### config.mk
export PLATFORM = sky130hd
export DESIGN_NAME = max_pooling_2d_top
export DESIGN_NICKNAME = d
export VERILOG_FILES = /design/src/rtl/core/mp2d_pkg.sv /design/src/rtl/core/mp2d_pos.sv /design/src/rtl/core/max_pooling_2d_top.sv
export SDC_FILE = /design/constraint.sdc
export NUM_CORES = 2
export LEC_CHECK = 0
export BUFFER_PORTS_ARGS = -buffer_cell sky130_fd_sc_hd__buf_2
export CORE_MARGIN = 2
export CORE_UTILIZATION = 25
export CTS_CLUSTER_SIZE = 30
export DETAILED_ROUTE_END_ITERATION = 16
export GPL_ROUTABILITY_DRIVEN = 0
export PLACE_DENSITY = 0.34
export SYNTH_ARGS = -nofsm -noshare
export SYNTH_HDL_FRONTEND = slang
export SYNTH_SLANG_ARGS = --single-unit
### constraint.sdc
create_clock -name clk -period 11.5 [get_ports clk]
set_input_delay 0 -clock clk [delete_from_list [all_inputs] [get_ports clk]]
set_output_delay 0 -clock clk [all_outputs]
set_load 0.05 [all_outputs]
### src/rtl/core/mp2d_pkg.sv
// Shared types, register indexes and a size-clamp helper for the 2-D max pooling block.
package mp2d_pkg;

  localparam int PIXEL_BITS = 16;
  localparam int INDEX_BITS = 8;
  localparam int CFG_INDEX_BITS = 4;
  localparam int CFG_DATA_BITS = 9;
  localparam int IMG_SIZE_BITS = 9;
  localparam int WIN_SIZE_BITS = 5;

  localparam logic [CFG_INDEX_BITS-1:0] REG_IMAGE_WIDTH  = 4'd0;
  localparam logic [CFG_INDEX_BITS-1:0] REG_IMAGE_HEIGHT = 4'd1;
  localparam logic [CFG_INDEX_BITS-1:0] REG_WINDOW_ROWS  = 4'd2;
  localparam logic [CFG_INDEX_BITS-1:0] REG_WINDOW_COLS  = 4'd3;

  localparam logic [IMG_SIZE_BITS-1:0] RESET_IMAGE_WIDTH  = 9'd5;
  localparam logic [IMG_SIZE_BITS-1:0] RESET_IMAGE_HEIGHT = 9'd5;
  localparam logic [WIN_SIZE_BITS-1:0] RESET_WINDOW_ROWS  = 5'd3;
  localparam logic [WIN_SIZE_BITS-1:0] RESET_WINDOW_COLS  = 5'd3;

  // Per-pixel flags and output position, from the position tracker
  typedef struct packed {
    logic                  first;      // first pixel of its window
    logic                  emit;       // last pixel of its window
    logic                  frame_end;  // last pixel of the image
    logic [INDEX_BITS-1:0] out_row;
    logic [INDEX_BITS-1:0] out_col;
  } pos_info_t;

  // Zero reads as one, anything above the limit reads as the limit
  function automatic logic [IMG_SIZE_BITS-1:0] clamp_size(logic [IMG_SIZE_BITS-1:0] v,
                                                          int hi);
    logic [IMG_SIZE_BITS-1:0] r;
    if (v == '0) begin
      r = IMG_SIZE_BITS'(1);
    end else if (int'(v) > hi) begin
      r = IMG_SIZE_BITS'(hi);
    end else begin
      r = v;
    end
    return r;
  endfunction

endpackage

### src/rtl/core/mp2d_pos.sv
// Raster position tracker: pixel, window and output counters.
module mp2d_pos #(
  parameter int MAX_WIDTH  = 256,
  parameter int MAX_HEIGHT = 256,
  parameter int MAX_WINDOW = 16,
  localparam int CW = (MAX_WIDTH > 1) ? $clog2(MAX_WIDTH) : 1,
  localparam int RW = (MAX_HEIGHT > 1) ? $clog2(MAX_HEIGHT) : 1,
  localparam int WW = (MAX_WINDOW > 1) ? $clog2(MAX_WINDOW) : 1
) (
  input  logic                          clk,
  input  logic                          rst,
  input  logic                          restart,
  input  logic                          advance,
  input  logic [mp2d_pkg::IMG_SIZE_BITS-1:0] width,
  input  logic [mp2d_pkg::IMG_SIZE_BITS-1:0] height,
  input  logic [mp2d_pkg::WIN_SIZE_BITS-1:0] win_rows,
  input  logic [mp2d_pkg::WIN_SIZE_BITS-1:0] win_cols,
  output mp2d_pkg::pos_info_t           info,
  output logic [CW-1:0]                 slot
);
  import mp2d_pkg::*;

  logic [CW-1:0] pixel_col, pixel_col_next;
  logic [RW-1:0] pixel_row, pixel_row_next;
  logic [WW-1:0] row_in_band, row_in_band_next;
  logic [WW-1:0] col_in_window, col_in_window_next;
  logic [CW-1:0] pool_col, pool_col_next;
  logic [RW-1:0] pool_row, pool_row_next;

  logic last_col, last_row, win_col_full, win_row_full;

  assign last_col     = 32'(pixel_col) >= 32'(width) - 32'd1;
  assign last_row     = 32'(pixel_row) >= 32'(height) - 32'd1;
  assign win_col_full = 32'(col_in_window) >= 32'(win_cols) - 32'd1;
  assign win_row_full = 32'(row_in_band) >= 32'(win_rows) - 32'd1;

  assign slot           = pool_col;
  assign info.first     = (row_in_band == '0) && (col_in_window == '0);
  assign info.emit      = (last_col || win_col_full) && (last_row || win_row_full);
  assign info.frame_end = last_col && last_row;
  assign info.out_row   = INDEX_BITS'(pool_row);
  assign info.out_col   = INDEX_BITS'(pool_col);

  always_comb begin
    pixel_col_next     = pixel_col;
    pixel_row_next     = pixel_row;
    row_in_band_next   = row_in_band;
    col_in_window_next = col_in_window;
    pool_col_next      = pool_col;
    pool_row_next      = pool_row;
    if (last_col) begin
      pixel_col_next     = '0;
      col_in_window_next = '0;
      pool_col_next      = '0;
      if (last_row) begin
        pixel_row_next   = '0;
        row_in_band_next = '0;
        pool_row_next    = '0;
      end else begin
        pixel_row_next = pixel_row + RW'(1);
        if (win_row_full) begin
          row_in_band_next = '0;
          pool_row_next    = pool_row + RW'(1);
        end else begin
          row_in_band_next = row_in_band + WW'(1);
        end
      end
    end else begin
      pixel_col_next = pixel_col + CW'(1);
      if (win_col_full) begin
        col_in_window_next = '0;
        pool_col_next      = pool_col + CW'(1);
      end else begin
        col_in_window_next = col_in_window + WW'(1);
      end
    end
  end

  always_ff @(posedge clk) begin
    if (rst || restart) begin
      pixel_col     <= '0;
      pixel_row     <= '0;
      row_in_band   <= '0;
      col_in_window <= '0;
      pool_col      <= '0;
      pool_row      <= '0;
    end else if (advance) begin
      pixel_col     <= pixel_col_next;
      pixel_row     <= pixel_row_next;
      row_in_band   <= row_in_band_next;
      col_in_window <= col_in_window_next;
      pool_col      <= pool_col_next;
      pool_row      <= pool_row_next;
    end
  end

endmodule

### src/rtl/core/max_pooling_2d_top.sv
// Non-overlapping 2-D max pooling over a raster pixel stream.
// Takes one signed pixel per clock in raster order, held off only by result back-pressure; a
// pooled result passes the input and then the result register, and m_axis_tlast marks the last
// result of the image. The rate is set by the per-column running-maximum memory, which is read
// once when a pixel is accepted and written once when it leaves the input register; a write and
// a read of the same column in the same cycle are bypassed. A write to a size register restarts the
// frame at pixel (0,0). A configuration write must only be issued while the block is idle.
module max_pooling_2d_top #(
  parameter int MAX_WIDTH  = 256,
  parameter int MAX_HEIGHT = 256,
  parameter int MAX_WINDOW = 16
) (
  input  logic                                 clk,
  input  logic                                 rst,
  input  logic                                 s_axis_tvalid,
  output logic                                 s_axis_tready,
  input  logic [15:0]                          s_axis_tdata,  // [15:0] pixel
  output logic                                 m_axis_tvalid,
  input  logic                                 m_axis_tready,
  output logic [31:0]                          m_axis_tdata,  // [15:0] pooled_max,
                                                              // [23:16] out_row, [31:24] out_col
  output logic                                 m_axis_tlast,  // frame_end
  input  logic                                 cfg_valid,
  output logic                                 cfg_ready,
  input  logic [mp2d_pkg::CFG_INDEX_BITS-1:0]  cfg_index,
  input  logic [mp2d_pkg::CFG_DATA_BITS-1:0]   cfg_data
);
  import mp2d_pkg::*;

  localparam int CW = (MAX_WIDTH > 1) ? $clog2(MAX_WIDTH) : 1;

  logic [IMG_SIZE_BITS-1:0] image_width, image_height;
  logic [WIN_SIZE_BITS-1:0] window_rows, window_cols;
  logic [IMG_SIZE_BITS-1:0] eff_width, eff_height;
  logic [WIN_SIZE_BITS-1:0] eff_rows, eff_cols;
  logic                     cfg_write, cfg_hit;

  pos_info_t               pos_info;
  logic [CW-1:0]           pos_slot;

  logic                    s0_valid;
  logic signed [15:0]      s0_pixel;
  pos_info_t               s0_info;
  logic [CW-1:0]           s0_slot;
  logic signed [15:0]      rd_data;
  logic signed [15:0]      s0_max;
  logic                    s0_move, accept, out_free;

  logic signed [15:0]      col_max [MAX_WIDTH];

  // Configuration
  assign cfg_ready = 1'b1;
  assign cfg_write = cfg_valid && cfg_ready;

  always_comb begin
    unique case (cfg_index) inside
      REG_IMAGE_WIDTH, REG_IMAGE_HEIGHT, REG_WINDOW_ROWS, REG_WINDOW_COLS: cfg_hit = 1'b1;
      default: cfg_hit = 1'b0;
    endcase
  end

  always_ff @(posedge clk) begin
    if (rst) begin
      image_width  <= RESET_IMAGE_WIDTH;
      image_height <= RESET_IMAGE_HEIGHT;
      window_rows  <= RESET_WINDOW_ROWS;
      window_cols  <= RESET_WINDOW_COLS;
    end else if (cfg_write) begin
      unique case (cfg_index)
        REG_IMAGE_WIDTH:  image_width  <= cfg_data;
        REG_IMAGE_HEIGHT: image_height <= cfg_data;
        REG_WINDOW_ROWS:  window_rows  <= cfg_data[WIN_SIZE_BITS-1:0];
        REG_WINDOW_COLS:  window_cols  <= cfg_data[WIN_SIZE_BITS-1:0];
        default: ;
      endcase
    end
  end

  assign eff_width  = clamp_size(image_width, MAX_WIDTH);
  assign eff_height = clamp_size(image_height, MAX_HEIGHT);
  assign eff_rows   = WIN_SIZE_BITS'(clamp_size(IMG_SIZE_BITS'(window_rows), MAX_WINDOW));
  assign eff_cols   = WIN_SIZE_BITS'(clamp_size(IMG_SIZE_BITS'(window_cols), MAX_WINDOW));

  // Handshake
  assign out_free      = !m_axis_tvalid || m_axis_tready;
  assign s0_move       = s0_valid && (!s0_info.emit || out_free);
  assign s_axis_tready = !s0_valid || s0_move;
  assign accept        = s_axis_tvalid && s_axis_tready;

  mp2d_pos #(
    .MAX_WIDTH  (MAX_WIDTH),
    .MAX_HEIGHT (MAX_HEIGHT),
    .MAX_WINDOW (MAX_WINDOW)
  ) u_pos (
    .clk      (clk),
    .rst      (rst),
    .restart  (cfg_write && cfg_hit),
    .advance  (accept),
    .width    (eff_width),
    .height   (eff_height),
    .win_rows (eff_rows),
    .win_cols (eff_cols),
    .info     (pos_info),
    .slot     (pos_slot)
  );

  // Input register
  always_ff @(posedge clk) begin
    if (rst) begin
      s0_valid <= 1'b0;
    end else if (accept) begin
      s0_valid <= 1'b1;
    end else if (s0_move) begin
      s0_valid <= 1'b0;
    end
  end

  always_ff @(posedge clk) begin
    if (accept) begin
      s0_pixel <= s_axis_tdata;
      s0_info  <= pos_info;
      s0_slot  <= pos_slot;
    end
  end

  assign s0_max = (s0_info.first || (s0_pixel > rd_data)) ? s0_pixel : rd_data;

  // Running maximum per output column; same-column write bypasses the read
  always_ff @(posedge clk) begin
    if (s0_move) begin
      col_max[s0_slot] <= s0_max;
    end
  end

  always_ff @(posedge clk) begin
    if (accept) begin
      if (s0_move && (s0_slot == pos_slot)) begin
        rd_data <= s0_max;
      end else begin
        rd_data <= col_max[pos_slot];
      end
    end
  end

  // Result register
  always_ff @(posedge clk) begin
    if (rst) begin
      m_axis_tvalid <= 1'b0;
    end else if (s0_move && s0_info.emit) begin
      m_axis_tvalid <= 1'b1;
    end else if (m_axis_tready) begin
      m_axis_tvalid <= 1'b0;
    end
  end

  always_ff @(posedge clk) begin
    if (s0_move && s0_info.emit) begin
      m_axis_tdata <= {s0_info.out_col, s0_info.out_row, s0_max};
      m_axis_tlast <= s0_info.frame_end;
    end
  end

endmodule

==> out/results.txt <==
Max Freq - 162 MHz
Post-CTS Setup Bufs - 0
Hold WS - 0.162 ns
vias in the first global route - 84772
clock buffer depth - 4
commonest non-fill, non-tap cell in the layout - edfxtp_1
flops & latches, synth - 4250
via/cell ratio - 4.79
# IOs - 70
endpoint type of the worst setup path - register
Tot GR Track Use - 17.5%
Min-Delay Endpoint - u_pos.col_in_window[0]
antenna violations before repair - 69
share of cells above drive strength 1 - 27.9%
Row Count - 297
CTS resizes - 0
drt pass-1 iters - 8
worst-margin pin slew - 1.39 ns
Finished Core Util - 29.7%
CTS Sinks - 4250
Tcrit/Tclk final - 53.7%
clk slew on worst S/H paths - 0.06 ns
register area - 127000 um^2
final setup vio count - 0
most frequent cells in the layout - edfxtp_1 (4180), mux4_2 (972), clkbuf_16 (487)
nets - 8312
via count - 83077
grt ovf - 0
CTS tree - built
post-synth cell types - 80
reg-to-reg endpoint - col_max[143][4]
RSZ-0062 raised after global routing - false
ys flop type - edfxtp_1
first-pass GRT wire length - 799000 um
DRT iter0 DRCs - 9420
Synth area leader - edfxtp_1
largest net degree at the start of global routing - 162
die width - 815 um
Worst Hold Launch - cfg_valid
DRT Wirelength - 600000 um
Placed Instance Area - 178000 um^2
register area share after synthesis - 77.2%
footprint of the multi-input gates - 36500 um^2
HPWL after DPL - 356000 um
skew final - 0.0839 ns
largest cells by area after synthesis - edfxtp_1 (76%), mux4_2 (13%), mux2i_1 (1.9%)
Syn Nets - 7733
Worst Reg2Reg Path Length in Cells - 12
Post-synth ARST share - 0%
Hold Buf Count CTS - 76
Core Box Area - 655000 um^2
status - complete, no violations
Hold Path Cell Cnt - 6
area share of the largest cell type after synthesis - 76.3%
post-route design area - 194000 um^2
Post-synth EDFFs - 4180
flop2flop setup slack - 5.33 ns
initial core utilization - 25.1%
area grow syn2layout - 18.1%
Power Dens Cells - 176 nW/um^2
start of the worst register-to-register path - rd_data[5]
Synth Cell Area - 164000 um^2
Slew HR - 4.92%
crit-path max FO - 97
fin. max-slew vios - 0
Final ANT Viol Nets - 0
crit path launch type - register
Die Ht - 815 um
drt wl/cell - 34.6 um
fin crit period - 6.17 ns
Ys Warns - 0
kind of critical path - reg -> reg
DIE AREA - 664000 um^2
Static Leak - 58.2 nW
Max-cap violations - 0
Worst Hold Class - in -> reg
syn avg cell area - 21.5 um^2
drc violations - 0
CTS Buf Count - 484
Worst EP required - 12.20 ns
setup TNS - 0 ns
worst skew pair latency - 1.10 ns
htree depth - 5
Worst VDD drop - 128 uV
Gate Count Post-Synth - 7647
CTS root buffer - clkbuf_16
final hold vios - 0
Port Buffers - 68
Fillers - 63709
Critical Path AT - 6.87 ns
Overall Power - 34.2 mW
## Yosys cell counts (all sizes together), types with 10 or more instances
cell type  count
dfxtp         70
a221oi        38
nor3          33
edfxtp      4180
a22o          35
ha            52
xnor2         26
o21ai         85
inv           39
o22ai         66
a2111oi       13
a21o          13
xor2          10
a211oi        25
mux2i        320
nor2         382
nor4          19
mux2          31
a32oi         12
a22oi        132
o221ai        43
nor2b         25
nand4         17
buf          256
nand2        172
a31oi         15
nand3         92
a21oi        145
nand2b        11
o21a          11
mux4         972
clkbuf       173
## per-stage QoR
step                instances  setup WS, ns
floorplan                7647          5.12
global placement        16332          5.26
detailed placement      16335          5.21
CTS                     17305          5.23
global route            17308          4.95
finish                  17327          5.33
## routing by layer
layer  routed length [um]  part of all wire [%]  vias up  GRT usage (%)
met2               281000                    47     2622           28.4
met5                   27                0.0045        -              0
met3                33500                   5.6      651           2.87
met4                14500                   2.4        4           3.87
met1               271000                    45    46374           24.9
li1                     -                     -    33426              -
## sequential cells by signal, summed over array words and instances (netlist names), 9 cells and up
name          flops
image_height      9
m_axis_tdata     32
rd_data          16
col_max        4096
image_width       9
s0_pixel         16
s0_info          11
## logic make-up (layout without fill, tap and decap cells)
family / count (synthesis) / after routing / share of synthesized area (%)
flip-flops: 4250 / 4250 / 77.2
multiplexers: 1323 / 1323 / 15.5
AND/OR/NAND/NOR: 806 / 806 / 2.16
AO/OA/AOI/OAI: 710 / 710 / 3.01
buffers and inverters: 469 / 1456 / 1.59
adder cells (fa/ha/maj): 52 / 52 / 0.396
XOR/XNOR: 36 / 36 / 0.192
other: 1 / 23 / 0.00228
## worst max path at each step
stage,start,endpoint,slack [ns],cells after the start
floorplan,s0_pixel[5],col_max[0][12],5.12,9
global placement,rd_data[5],col_max[129][4],5.26,12
detailed placement,rd_data[5],col_max[138][4],5.21,12
CTS,rd_data[5],col_max[143][4],5.23,12
global route,rd_data[5],col_max[143][4],4.95,12
finish,rd_data[5],col_max[143][4],5.33,12
## cell type report
cell class                 instances  share of cell area [%]
clock buffer                     583                    6.48
inverter                          40                  0.0838
clock inverter                   311                    1.49
multi-input combinational       2928                    18.8
antenna                           22                  0.0284
tap                             8671                    5.59
sequential                      4250                    65.4
timing repair buffer             522                    2.16
## power breakdown
part / total (mW) / internal (mW) / leakage [nW] / switching [mW]
clock: 15.2 / 8.70 / 7.53 / 6.51
sequential: 17.3 / 17.3 / 38.2 / 0.0298
combinational: 1.67 / 0.512 / 12.5 / 1.16
## critical path, stage by stage (launching register included)
cell,delay [ns]
edfxtp_1,0.42
inv_1,0.10
ha_1,0.25
a21o_1,0.20
a21o_1,0.18
a21o_1,0.19
a2111oi_0,0.47
mux2_2,0.43
a21oi_4,0.47
buf_4,0.38
mux2_8,0.65
buf_4,0.89
buf_4,0.88
Note: power is estimated with default switching activity, not from simulation.
